**src/hdl/indexed_array_insert_delete_defines.svh**
```systemverilog
// assertion macros for the indexed list block
`ifndef INDEXED_ARRAY_INSERT_DELETE_DEFINES_SVH
`define INDEXED_ARRAY_INSERT_DELETE_DEFINES_SVH
`ifndef SYNTHESIS
// same-cycle implication
`define IAID_ASSERT_IMP(label, clk, rst_n, ante, cons) \
  label: assert property (@(posedge clk) disable iff (!rst_n) (ante) |-> (cons)) \
    else $error("indexed list check failed");
// next-cycle implication
`define IAID_ASSERT_NXT(label, clk, rst_n, ante, cons) \
  label: assert property (@(posedge clk) disable iff (!rst_n) (ante) |=> (cons)) \
    else $error("indexed list check failed");
`else
`define IAID_ASSERT_IMP(label, clk, rst_n, ante, cons)
`define IAID_ASSERT_NXT(label, clk, rst_n, ante, cons)
`endif
`endif

```
**src/hdl/iaid_pkg.sv**
```systemverilog
// types and constants of the indexed list block
`timescale 1ns / 1ps
package iaid_pkg;

  localparam int DEF_CAPACITY = 16;
  localparam int MAX_DUMP     = 16;

  localparam int IN_TDATA_W   = 40;
  localparam int OUT_TDATA_W  = 48;
  localparam int OUT_TUSER_W  = 2;

  // operation codes
  localparam logic [1:0] FUNC_INSERT = 2'd0;
  localparam logic [1:0] FUNC_DELETE = 2'd1;
  localparam logic [1:0] FUNC_DUMP   = 2'd2;

  // result status codes
  localparam logic [1:0] STATUS_OK    = 2'd0;
  localparam logic [1:0] STATUS_FULL  = 2'd1;
  localparam logic [1:0] STATUS_RANGE = 2'd2;
  localparam logic [1:0] STATUS_EMPTY = 2'd3;

  typedef enum logic [2:0] {
    S_IDLE,
    S_INS_RD,
    S_INS_WR,
    S_DEL_RD,
    S_DEL_WR,
    S_DMP_RD,
    S_DMP_WR,
    S_RESP
  } state_t;

endpackage

```
**src/hdl/indexed_array_insert_delete.sv**
```systemverilog
// top level of the indexed list block: sequencer, entry memory and result register
`timescale 1ns / 1ps
`include "indexed_array_insert_delete_defines.svh"
// Indexed list with insert, delete and dump.
// in_* channel: one command per transfer, in_tdata holds func, index and value.
// out_* channel: results; out_tuser holds the status, out_tlast marks the final
// result of a command. Insert and delete give one result each; dump gives one
// result per stored entry (at most 16), or one empty-status result.
// Flow: one command at a time, in_tready is high only while the sequencer is
// idle. A rejected command or unused code goes straight to its result. Insert
// moves the entries at and above the index up one place, top first, and then
// writes the new value; delete moves each entry above the index down one place.
// Each move reads the entry and then writes it back, through the one read and
// one write port of the entry memory. Dump reads each entry, then loads it out.
// Reset clears the length and the sequencer; entries need no clearing since
// only entries below the length are ever read, so there is no sweep.
// A stalled receiver holds the result register; the sequencer waits for the
// slot to free up, and a finished result does not block the next command.
module indexed_array_insert_delete #(
  parameter int CAPACITY = iaid_pkg::DEF_CAPACITY
) (
  input  logic                               clk,
  input  logic                               rst_n,
  input  logic                               in_tvalid,
  output logic                               in_tready,
  // [1:0] func, [6:2] index, [38:7] value, [39] zero
  input  logic [iaid_pkg::IN_TDATA_W-1:0]    in_tdata,
  output logic                               out_tvalid,
  input  logic                               out_tready,
  // [3:0] position, [35:4] element, [40:36] count, [47:41] zero
  output logic [iaid_pkg::OUT_TDATA_W-1:0]   out_tdata,
  // [1:0] status
  output logic [iaid_pkg::OUT_TUSER_W-1:0]   out_tuser,
  output logic                               out_tlast
);
  import iaid_pkg::*;

  localparam int LW = $clog2(CAPACITY + 1);
  localparam int AW = (CAPACITY > 1) ? $clog2(CAPACITY) : 1;
  localparam int CW = (LW > 5) ? LW : 5;
  localparam logic [LW-1:0] LEN_MAX = LW'(CAPACITY);

  // input fields
  logic [1:0]  in_func;
  logic [4:0]  in_index;
  logic [31:0] in_value;
  assign in_func  = in_tdata[1:0];
  assign in_index = in_tdata[6:2];
  assign in_value = in_tdata[38:7];

  state_t state_r, state_nxt;
  logic [LW-1:0] len_r, len_nxt;
  logic [LW-1:0] ptr_r, ptr_nxt;
  logic [LW-1:0] idx_r;
  logic [31:0]   val_r;
  logic [1:0]    status_r;

  // entry memory, one read and one write port
  logic [31:0]   mem [CAPACITY];
  logic [31:0]   rd_data_r;
  logic          mem_we;
  logic [AW-1:0] mem_waddr;
  logic [31:0]   mem_wdata;
  logic          rd_en;
  logic [AW-1:0] rd_addr;

  // result register
  logic          out_valid_r, out_valid_nxt;
  logic [3:0]    out_pos_r;
  logic [31:0]   out_elem_r;
  logic [4:0]    out_cnt_r;
  logic [1:0]    out_status_r;
  logic          out_last_r;
  logic          out_load;
  logic [3:0]    load_pos;
  logic [31:0]   load_elem;
  logic [1:0]    load_status;
  logic          load_last;

  logic          in_fire;
  logic          slot_free;
  logic [CW-1:0] idx_ext, len_ext, ptr_ext, cap_ext, dump_n;
  logic [LW-1:0] ptr_dec, ptr_inc;
  logic          dump_last;
  logic          del_done;

  // command decode
  logic [1:0]    dec_status;
  state_t        dec_state;

  assign in_fire   = in_tvalid && in_tready;
  assign slot_free = !out_valid_r || out_tready;
  assign idx_ext   = CW'(in_index);
  assign len_ext   = CW'(len_r);
  assign ptr_ext   = CW'(ptr_r);
  assign cap_ext   = CW'(CAPACITY);
  assign dump_n    = (len_ext > CW'(MAX_DUMP)) ? CW'(MAX_DUMP) : len_ext;
  assign ptr_dec   = ptr_r - 1'b1;
  assign ptr_inc   = ptr_r + 1'b1;
  assign dump_last = (ptr_ext + 1'b1) == dump_n;
  assign del_done  = (ptr_ext + 1'b1) >= len_ext;

  // checks an accepted command against the current length
  always_comb begin
    dec_status = STATUS_OK;
    dec_state  = S_RESP;
    unique case (in_func)
      FUNC_INSERT: begin
        if (len_ext >= cap_ext) begin
          dec_status = STATUS_FULL;
        end else if (idx_ext > len_ext) begin
          dec_status = STATUS_RANGE;
        end else begin
          dec_state = S_INS_RD;
        end
      end
      FUNC_DELETE: begin
        if (len_r == '0) begin
          dec_status = STATUS_EMPTY;
        end else if (idx_ext >= len_ext) begin
          dec_status = STATUS_RANGE;
        end else begin
          dec_state = S_DEL_RD;
        end
      end
      FUNC_DUMP: begin
        if (len_r == '0) begin
          dec_status = STATUS_EMPTY;
        end else begin
          dec_state = S_DMP_RD;
        end
      end
      default: begin
        dec_status = STATUS_OK;
      end
    endcase
  end

  // next state
  always_comb begin
    state_nxt = state_r;
    unique case (state_r)
      S_IDLE:   if (in_fire) state_nxt = dec_state;
      S_INS_RD: state_nxt = (ptr_r == idx_r) ? S_RESP : S_INS_WR;
      S_INS_WR: state_nxt = S_INS_RD;
      S_DEL_RD: state_nxt = del_done ? S_RESP : S_DEL_WR;
      S_DEL_WR: state_nxt = S_DEL_RD;
      S_DMP_RD: state_nxt = S_DMP_WR;
      S_DMP_WR: begin
        if (slot_free) state_nxt = dump_last ? S_IDLE : S_DMP_RD;
      end
      S_RESP:   if (slot_free) state_nxt = S_IDLE;
      default:  state_nxt = S_IDLE;
    endcase
  end

  // sequencer outputs
  always_comb begin
    in_tready   = 1'b0;
    mem_we      = 1'b0;
    mem_waddr   = ptr_r[AW-1:0];
    mem_wdata   = rd_data_r;
    rd_en       = 1'b0;
    rd_addr     = ptr_r[AW-1:0];
    ptr_nxt     = ptr_r;
    len_nxt     = len_r;
    out_load    = 1'b0;
    load_pos    = '0;
    load_elem   = '0;
    load_status = status_r;
    load_last   = 1'b1;
    unique case (state_r)
      S_IDLE: begin
        in_tready = 1'b1;
        if (in_fire) begin
          unique case (in_func)
            FUNC_INSERT: ptr_nxt = len_r;
            FUNC_DELETE: ptr_nxt = LW'(in_index);
            default:     ptr_nxt = '0;
          endcase
        end
      end
      S_INS_RD: begin
        if (ptr_r == idx_r) begin
          // slot is open, drop the new word in
          mem_we    = 1'b1;
          mem_wdata = val_r;
          len_nxt   = len_r + 1'b1;
        end else begin
          rd_en   = 1'b1;
          rd_addr = ptr_dec[AW-1:0];
        end
      end
      S_INS_WR: begin
        // move entry up one place
        mem_we  = 1'b1;
        ptr_nxt = ptr_dec;
      end
      S_DEL_RD: begin
        if (del_done) begin
          len_nxt = len_r - 1'b1;
        end else begin
          rd_en   = 1'b1;
          rd_addr = ptr_inc[AW-1:0];
        end
      end
      S_DEL_WR: begin
        // move entry down one place
        mem_we  = 1'b1;
        ptr_nxt = ptr_inc;
      end
      S_DMP_RD: begin
        rd_en = 1'b1;
      end
      S_DMP_WR: begin
        if (slot_free) begin
          out_load    = 1'b1;
          load_pos    = ptr_ext[3:0];
          load_elem   = rd_data_r;
          load_status = STATUS_OK;
          load_last   = dump_last;
          ptr_nxt     = ptr_inc;
        end
      end
      S_RESP: begin
        out_load = slot_free;
      end
      default: begin
        in_tready = 1'b0;
      end
    endcase
  end

  always_comb begin
    out_valid_nxt = out_valid_r;
    if (out_load) begin
      out_valid_nxt = 1'b1;
    end else if (out_tready) begin
      out_valid_nxt = 1'b0;
    end
  end

  // control registers
  always_ff @(posedge clk) begin
    if (!rst_n) begin
      state_r     <= S_IDLE;
      len_r       <= '0;
      out_valid_r <= 1'b0;
    end else begin
      state_r     <= state_nxt;
      len_r       <= len_nxt;
      out_valid_r <= out_valid_nxt;
    end
  end

  // datapath registers
  always_ff @(posedge clk) begin
    ptr_r <= ptr_nxt;
    if (in_fire) begin
      idx_r    <= LW'(in_index);
      val_r    <= in_value;
      status_r <= dec_status;
    end
    if (out_load) begin
      out_pos_r    <= load_pos;
      out_elem_r   <= load_elem;
      out_cnt_r    <= len_ext[4:0];
      out_status_r <= load_status;
      out_last_r   <= load_last;
    end
  end

  // entry memory
  always_ff @(posedge clk) begin
    if (mem_we) begin
      mem[mem_waddr] <= mem_wdata;
    end
    if (rd_en) begin
      rd_data_r <= mem[rd_addr];
    end
  end

  assign out_tvalid = out_valid_r;
  assign out_tdata  = {7'd0, out_cnt_r, out_elem_r, out_pos_r};
  assign out_tuser  = out_status_r;
  assign out_tlast  = out_last_r;

  // length never passes the capacity
  `IAID_ASSERT_IMP(a_len_cap, clk, rst_n, 1'b1, len_r <= LEN_MAX)
  // dump only reads stored entries
  `IAID_ASSERT_IMP(a_dump_range, clk, rst_n, state_r == S_DMP_WR, ptr_r < len_r)
  // insert shift pointer stays between the index and the top
  `IAID_ASSERT_IMP(a_ins_ptr, clk, rst_n, state_r == S_INS_RD, (ptr_r >= idx_r) && (ptr_r < LEN_MAX))
  // length does not move on the transfer of a command
  `IAID_ASSERT_NXT(a_len_hold, clk, rst_n, in_tvalid && in_tready, len_r == $past(len_r))

endmodule
```
**config.mk**
```make
export PLATFORM = sky130hd
export DESIGN_NAME = indexed_array_insert_delete
export DESIGN_NICKNAME = d
export VERILOG_FILES = /design/src/hdl/iaid_pkg.sv /design/src/hdl/indexed_array_insert_delete.sv
export VERILOG_INCLUDE_DIRS = /design/src /design/src/hdl
export SDC_FILE = /design/constraint.sdc
export NUM_CORES = 1
export LEC_CHECK = 0
export BUFFER_PORTS_ARGS = -buffer_cell sky130_fd_sc_hd__buf_2
export CAP_MARGIN = 20
export CORE_AREA = 5 5 202 204
export CTS_CLUSTER_SIZE = 24
export DETAILED_ROUTE_END_ITERATION = 10
export DIE_AREA = 0 0 207 209
export PLACE_DENSITY = 0.89
export SLEW_MARGIN = 5
export SYNTH_ARGS = -nofsm -noshare
export SYNTH_HDL_FRONTEND = slang
export SYNTH_SLANG_ARGS = --single-unit
```
**constraint.sdc**
```tcl
create_clock -name clk -period 9.7 [get_ports clk]
set_input_delay 0.485 -clock clk [delete_from_list [all_inputs] [get_ports clk]]
set_output_delay 0.485 -clock clk [all_outputs]
set_load 0.05 [all_outputs]
```
==> run_results.csv, run 1 <==
group,metric,value,unit
outcome,status,"complete, but fails checks",
outcome,violations,"DRC",
clock_tree,cts_buffers,60,
placed_design,hpwlAfterDp,28200,µm
critical_path,cp.required,10.04,ns
floorplanning,coreArea,39100,µm²
hold_path,hold_class,"in -> reg",
clock_tree,clk_pin_slew,0.07,ns
critical_path,crit_type,"reg -> reg",
timing,finalHoldViolCount,0,
route,wl_per_cell,31.5,µm
timing,whs,0.0554,ns
pwr,max-vdd-ir-drop,0.000436,V
floorplanning,ios,97,
clock_tree,clock-sinks,641,
synth,yosys_register_bits,641,
final_layout,stdcell_area,28200,µm²
timing,min_period_over_period,58.9,%
clock_tree,cts_root_buf,"clkbuf_16",
synth,synth_edf_count,632,
floorplanning,initial_core_util,64.2,%
timing,worst_slack,3.99,ns
critical_path,start_kind,"flip-flop",
hold_path,min_from,"in_tdata[34]",
global_routing,grt_use_met1,36.8,%
synth,yosysWarnings,0,
timing,drv_slew,0,
final_layout,layout-drive-gt1-share,28.1,%
pwr,p_leak,9.28,nW
timing,rsz0062_at_grt,"no",
pwr,p_sw_share,33.4,%
clock_tree,worst_skew_pair.late_latency,0.60,ns
global_routing,grtUsageMet3,4.91,%
route,routed_via_density,6.84,
global_routing,antenna_found_initial,2,
route,routed-via-count,13000,
placed_design,post_dp_cell_area,26100,µm²
route,first_pass_iters,8,
floorplanning,die_w,207,µm
pwr,powerDensity,355,nW/µm²
final_layout,syn_to_final_growth,12.4,%
synth,ys_async_sr_fraction,0,%
synth,syn_area,25100,µm²
global_routing,grt_usage,27.4,%
floorplanning,die_h,209,µm
hold_path,whs_path_depth,1,
clock_tree,htreeDepth,2,
global_routing,use_met2,46.3,%
global_routing,grt_pass1_wl,87900,µm
timing,finalSetupViolations,0,
global_routing,busiest_layer,"met2",
clock_tree,holdBufCountCts,0,
flow_run,drv_cap,0,
placed_design,gp_congestion,0.861,
synth,synthCells,1220,
placed_design,dp_slack,4.41,ns
pwr,pwr-share-clk,23.8,%
global_routing,grt_pass1_vias,13400,
route,drtAntennaViolNets,0,
timing,fin_tns_setup,0,ns
pwr,p_seq_share,40.5,%
synth,ys_types,52,
route,drtIter0Drc,1675,
route,drt_wl_total,60000,µm
critical_path,startpoint,"ptr_ext[0]",
floorplanning,die_area,43300,µm²
critical_path,crit_path_end_kind,"flip-flop",
floorplanning,rows,73,
critical_path,worst_ep_arrival_time,6.04,ns
final_layout,n_antenna_cell,0,
global_routing,grt.overflow.total,0,
clock_tree,postCtsSetupBuffers,0,
critical_path,cp_max_fo,88,
clock_tree,cts_tree,"yes",
pwr,power.switching,3.34,mW
timing,worst_pin_slew,1.17,ns
pwr,internal_power,6.68,mW
critical_path,reg2reg_depth,12,
final_layout,utilization,72.1,%
route,drc,1,
timing,period_needed,5.71,ns
placed_design,place.port_buffers,88,
clock_tree,clock_path_buffers,3,
timing,max_freq,175,MHz
timing,relSlewSlack,21.9,%
synth,syn_area_per_cell,20.6,µm²
critical_path,reg2reg_from,"ptr_ext[0]",
synth,seq_area_frac_synth,76.3,%
timing,finalClockSkew,0.0192,ns
clock_tree,cts-resized-gates,0,
global_routing,grt_max_degree,89,
synth,synth_ff_type,"edfxtp_1",
final_layout,nets,1397,
pwr,pwr-share-comb,35.7,%
final_layout,nFillCells,2110,
-- metrics by stage --
stage | power [mW] | instances
after global placement | 7.33 | 1792
after global routing | 10.4 | 1907
after CTS | 9.98 | 1902
after detailed placement | 7.49 | 1792
after floorplan | 6.68 | 1226
final | 10.0 | 1907
-- cell families (layout without fill, tap and decap cells) --
| group | count (synthesis) | after routing | share of synthesized area, % |
|---|---|---|---|
| flip-flops | 641 | 641 | 76.3 |
| multiplexers | 167 | 167 | 13.2 |
| AND/OR/NAND/NOR | 167 | 167 | 3.45 |
| AO/OA/AOI/OAI | 116 | 116 | 3.41 |
| buffers and inverters | 84 | 240 | 1.75 |
| XOR/XNOR | 25 | 25 | 0.872 |
| adder cells (fa/ha/maj) | 19 | 19 | 0.977 |
| other | 1 | 7 | 0.0149 |
-- metal layers --
metal,routed length (µm),vias up
met5,13,-
met4,2010,2
met3,6400,156
met2,31000,1055
met1,20600,6614
li1,-,5212
-- synth_stat cells, drive strengths merged (7+ instances only) --
cell	number	area, µm²
a22oi	71	533
and2	45	282
mux2i	7	70.1
nor2b	8	57.6
nor4	8	50.1
mux4	128	2880
nand2	49	186
nor2	26	97.6
nor3	8	40.0
xnor2	19	166
ha	18	225
inv	16	60.1
o21ai	8	40.0
clkbuf	26	97.6
buf	42	282
dfxtp	9	180
a21oi	9	45.0
edfxtp	632	19000
mux2	32	360
-- path summary, 6_finish.rpt --
path / to / slack (ns)
worst min-delay path: val_r[27] / 0.06
worst min register to register: out_tuser[1] / 0.55
worst max register to register: rd_data_r[22] / 3.99
worst max-delay path: rd_data_r[22] / 3.99
-- cells in the final DEF, fill, tap and decap left out, types with 3 or more instances in the layout --
master     synthesis  routed
edfxtp_1         632     632
mux4_2           128     128
buf_2             12      88
a22oi_1           71      71
clkbuf_16          0      62
nand2_1           48      48
and2_1            45      36
mux2_2            32      32
buf_4             13      20
xnor2_1           19      18
ha_1              18      18
nor2_1            26      17
inv_1             16      16
clkbuf_1          26      15
clkinv_1           0      14
and2_2             0       9
a21oi_1            9       9
dfxtp_1            9       9
bufinv_16          0       8
nor3_1             8       7
mux2i_1            7       7
nor2b_1            7       7
o21ai_0            7       7
conb_1             1       7
clkinv_2           0       7
a21o_1             6       6
xor2_1             6       6
nor2_4             0       5
o22ai_1            5       5
buf_12             0       5
nor3b_1            4       4
nor4_2             0       4
nand2b_1           4       4
nor4_1             8       4
a211oi_1           4       4
nor2_2             0       4
nand3_1            3       3
and3_1             3       3
-- state kept, by name, indices dropped and copies added, names as in the netlist, 5 cells and up --
| register | flops |
|---|---|
| rd_data_r | 32 |
| idx_r | 5 |
| out_cnt_r | 5 |
| ptr_ext | 5 |
| val_r | 32 |
| mem | 512 |
| len_ext | 5 |
| out_elem_r | 32 |
-- area by class of cell --
| type | count | area [µm²] | area share (%) |
|---|---|---|---|
| clock buffer | 77 | 1610 | 5.70 |
| tap | 525 | 657 | 2.33 |
| sequential | 641 | 19200 | 67.9 |
| timing repair buffer | 114 | 718 | 2.55 |
| multi-input combinational | 501 | 5630 | 20.0 |
| clock inverter | 33 | 372 | 1.32 |
| inverter | 16 | 60.1 | 0.213 |
-- power groups by stage --
stage | logic, mW | registers (mW) | clock network, mW
3_3_place_gp | 3.27 | 4.06 | 0
5_1_grt | 3.81 | 4.08 | 2.52
4_1_cts | 3.54 | 4.05 | 2.39
6_report | 3.58 | 4.06 | 2.38
3_5_place_dp | 3.41 | 4.09 | 0
2_1_floorplan | 2.64 | 4.04 | 0
-- critical path, stage by stage (launching register included) --
cell      delay, ns
edfxtp_1       0.67
inv_1          0.32
ha_1           0.52
ha_1           0.35
nand2_1        0.05
o21ai_0        0.47
o41ai_4        0.16
a211oi_1       0.39
nand2b_4       0.80
buf_12         0.65
mux4_2         0.61
a22oi_1        0.24
nand2_1        0.14
Note: power is estimated with default switching activity, not from simulation.
==> run 2, diff against run 1 <==
Settings changed: CORE_AREA 5 5 202 204 to 5 5 220 222, DIE_AREA 0 0 207 209 to 0 0 225 227, PLACE_DENSITY 0.89 to 0.8.
Clock period 9.7 ns to 4.76 ns, I/O delays scaled along.
==> run_results.csv, run 2 (same netlist as run 1, synthesis figures left out) <==
group,metric,value,unit
outcome,status,"finished, final reports clean",
route,wl_per_cell,26.6,µm
hold_path,min_from,"out_tready",
global_routing,grt_usage,21.8,%
critical_path,cpMostUsedCell,"ha_1",
floorplanning,rows,79,
hold_path,hold_end,"out_tvalid",
timing,min_period_over_period,92.4,%
hold_path,whs_path_depth,3,
global_routing,antenna_found_initial,0,
global_routing,grt_pass1_vias,13100,
critical_path,worst_ep_arrival_time,4.75,ns
final_layout,largest_reg_flops,512,
placed_design,post_dp_cell_area,26600,µm²
pwr,max-vdd-ir-drop,0.000642,V
critical_path,crit_path_cell_trace,"ha_1 -> nand3_1 -> xnor2_1 -> ha_1 -> nor3_1 -> o21ai_1 -> o41ai_4 -> a211oi_1 -> nand2b_4 -> buf_12 -> buf_4 -> mux4_2 -> a22oi_1 -> nand2_1",
floorplanning,die_area,51100,µm²
critical_path,crit_buf_inv,2,
floorplanning,die_h,227,µm
placed_design,place_inst,1905,
final_layout,regMostFlops,"mem",
final_layout,syn_to_final_growth,14.5,%
global_routing,grt_max_degree,51,
timing,finalClockSkew,0.0193,ns
critical_path,cp.required,5.11,ns
final_layout,layout-drive-gt1-share,28.9,%
final_layout,n_antenna_cell,0,
final_layout,layout.cells.non_filler,2051,
hold_path,hold_class,"in -> reg",
global_routing,grt.overflow.total,0,
timing,rsz0062_at_grt,"no",
pwr,powerDensity,699,nW/µm²
final_layout,nets,1461,
critical_path,crit_path_end_kind,"flip-flop",
route,routed_via_density,6.13,
flow_run,drv_cap,0,
clock_tree,worst_skew_pair.late_latency,0.61,ns
placed_design,hpwlAfterDp,29900,µm
critical_path,crit_type,"reg -> reg",
critical_path,reg2reg_depth,14,
route,routed-via-count,12600,
clock_tree,cts-resized-gates,0,
final_layout,final_cell_mix,"632 x edfxtp_1, 128 x mux4_2, 88 x buf_2, 71 x a22oi_1, 58 x clkbuf_16",
final_layout,utilization,62.3,%
clock_tree,clock-sinks,641,
timing,fin_tns_setup,0,ns
timing,relSlewSlack,29.8,%
route,drtAntennaViolNets,0,
final_layout,layout_commonest_cell,"edfxtp_1",
clock_tree,cts_tree,"yes",
critical_path,reg2reg_slack,0.36,ns
timing,finalHoldViolCount,0,
route,drtIter0Drc,1478,
placed_design,gp_congestion,0.826,
route,drc,0,
floorplanning,coreArea,46200,µm²
clock_tree,cts_buffers,58,
critical_path,critPathSlowestCell,"mux4_2",
route,drt_wl_total,54600,µm
timing,worst_pin_slew,1.05,ns
floorplanning,initial_core_util,54.4,%
clock_tree,htreeDepth,2,
clock_tree,clock_path_buffers,3,
critical_path,cp_max_fo,16,
placed_design,place.port_buffers,88,
floorplanning,die_w,225,µm
critical_path,start_kind,"flip-flop",
pwr,power.total,20.1,mW
clock_tree,cts_root_buf,"clkbuf_16",
timing,finalSetupViolations,0,
route,first_pass_iters,5,
critical_path,max_stage_delay,0.55,ns
critical_path,path_delay_family,"compound AO/OA/AOI/OAI gates",
clock_tree,clk_pin_slew,0.06,ns
floorplanning,ios,97,
final_layout,stdcell_area,28700,µm²
timing,period_needed,4.40,ns
pwr,p_leak,9.50,nW
timing,max_freq,227,MHz
timing,drv_slew,0,
global_routing,grt_pass1_wl,82900,µm
critical_path,reg2reg_from,"ptr_ext[1]",
critical_path,r2r_end,"rd_data_r[21]",
==> run 2: worst max-delay path by stage <==
stage	startpoint	to	slack, ns	cells after the start
after floorplan	ptr_ext[0]	mem[0][0]	-0.39	7
after global placement	ptr_ext[0]	rd_data_r[21]	0.52	14
after detailed placement	ptr_ext[0]	rd_data_r[17]	0.31	14
after CTS	ptr_ext[0]	rd_data_r[21]	0.20	14
after global routing	ptr_ext[1]	rd_data_r[21]	0.14	14
final	ptr_ext[1]	rd_data_r[21]	0.36	14
==> run 2: worst register-to-register path: stages (launching register included) <==
cell	delay (ns)
edfxtp_1	0.47
ha_1	0.35
nand3_1	0.15
xnor2_1	0.37
ha_1	0.35
nor3_1	0.09
o21ai_1	0.23
o41ai_4	0.16
a211oi_1	0.29
nand2b_4	0.32
buf_12	0.24
buf_4	0.23
mux4_2	0.55
a22oi_1	0.27
nand2_1	0.08
==> run 2: power breakdown <==
part	internal [mW]	switching (mW)	leakage [nW]
combinational	3.20	4.30	2.81
clock	2.44	1.99	0.871
sequential	7.85	0.318	5.82
==> run 2: through the flow <==
stage                     hold slack [ns]  worst slack, ns
after floorplan                     0.337           -0.392
after detailed placement            0.416            0.313
after global routing               0.0726            0.142
after CTS                          0.0112            0.198
after global placement              0.417            0.520
final                              0.0426            0.362
==> run 2: routing by layer <==
metal  global-route usage [%]  part of all wire, %  vias up
met5                        0                    0        -
met2                     36.1                   51      703
li1                         -                    -     5314
met4                     5.76                  2.1        0
met3                     4.35                  9.9       84
met1                     30.4                   37     6465
==> run 2: cell type report <==
type / instances / area (µm²)
fill: 3002 / 17400
sequential: 641 / 19200
clock buffer: 64 / 1470
multi-input combinational: 501 / 5650
tap: 607 / 759
inverter: 16 / 60.1
timing repair buffer: 180 / 1330
clock inverter: 42 / 317
==> run 2: timing repair <==
item                                    4_1_cts  5_1_grt
endpoints found under the setup margin        0        2
hold endpoints to repair                     46        0
setup buffers                                 0        2
hold buffers                                 38        0
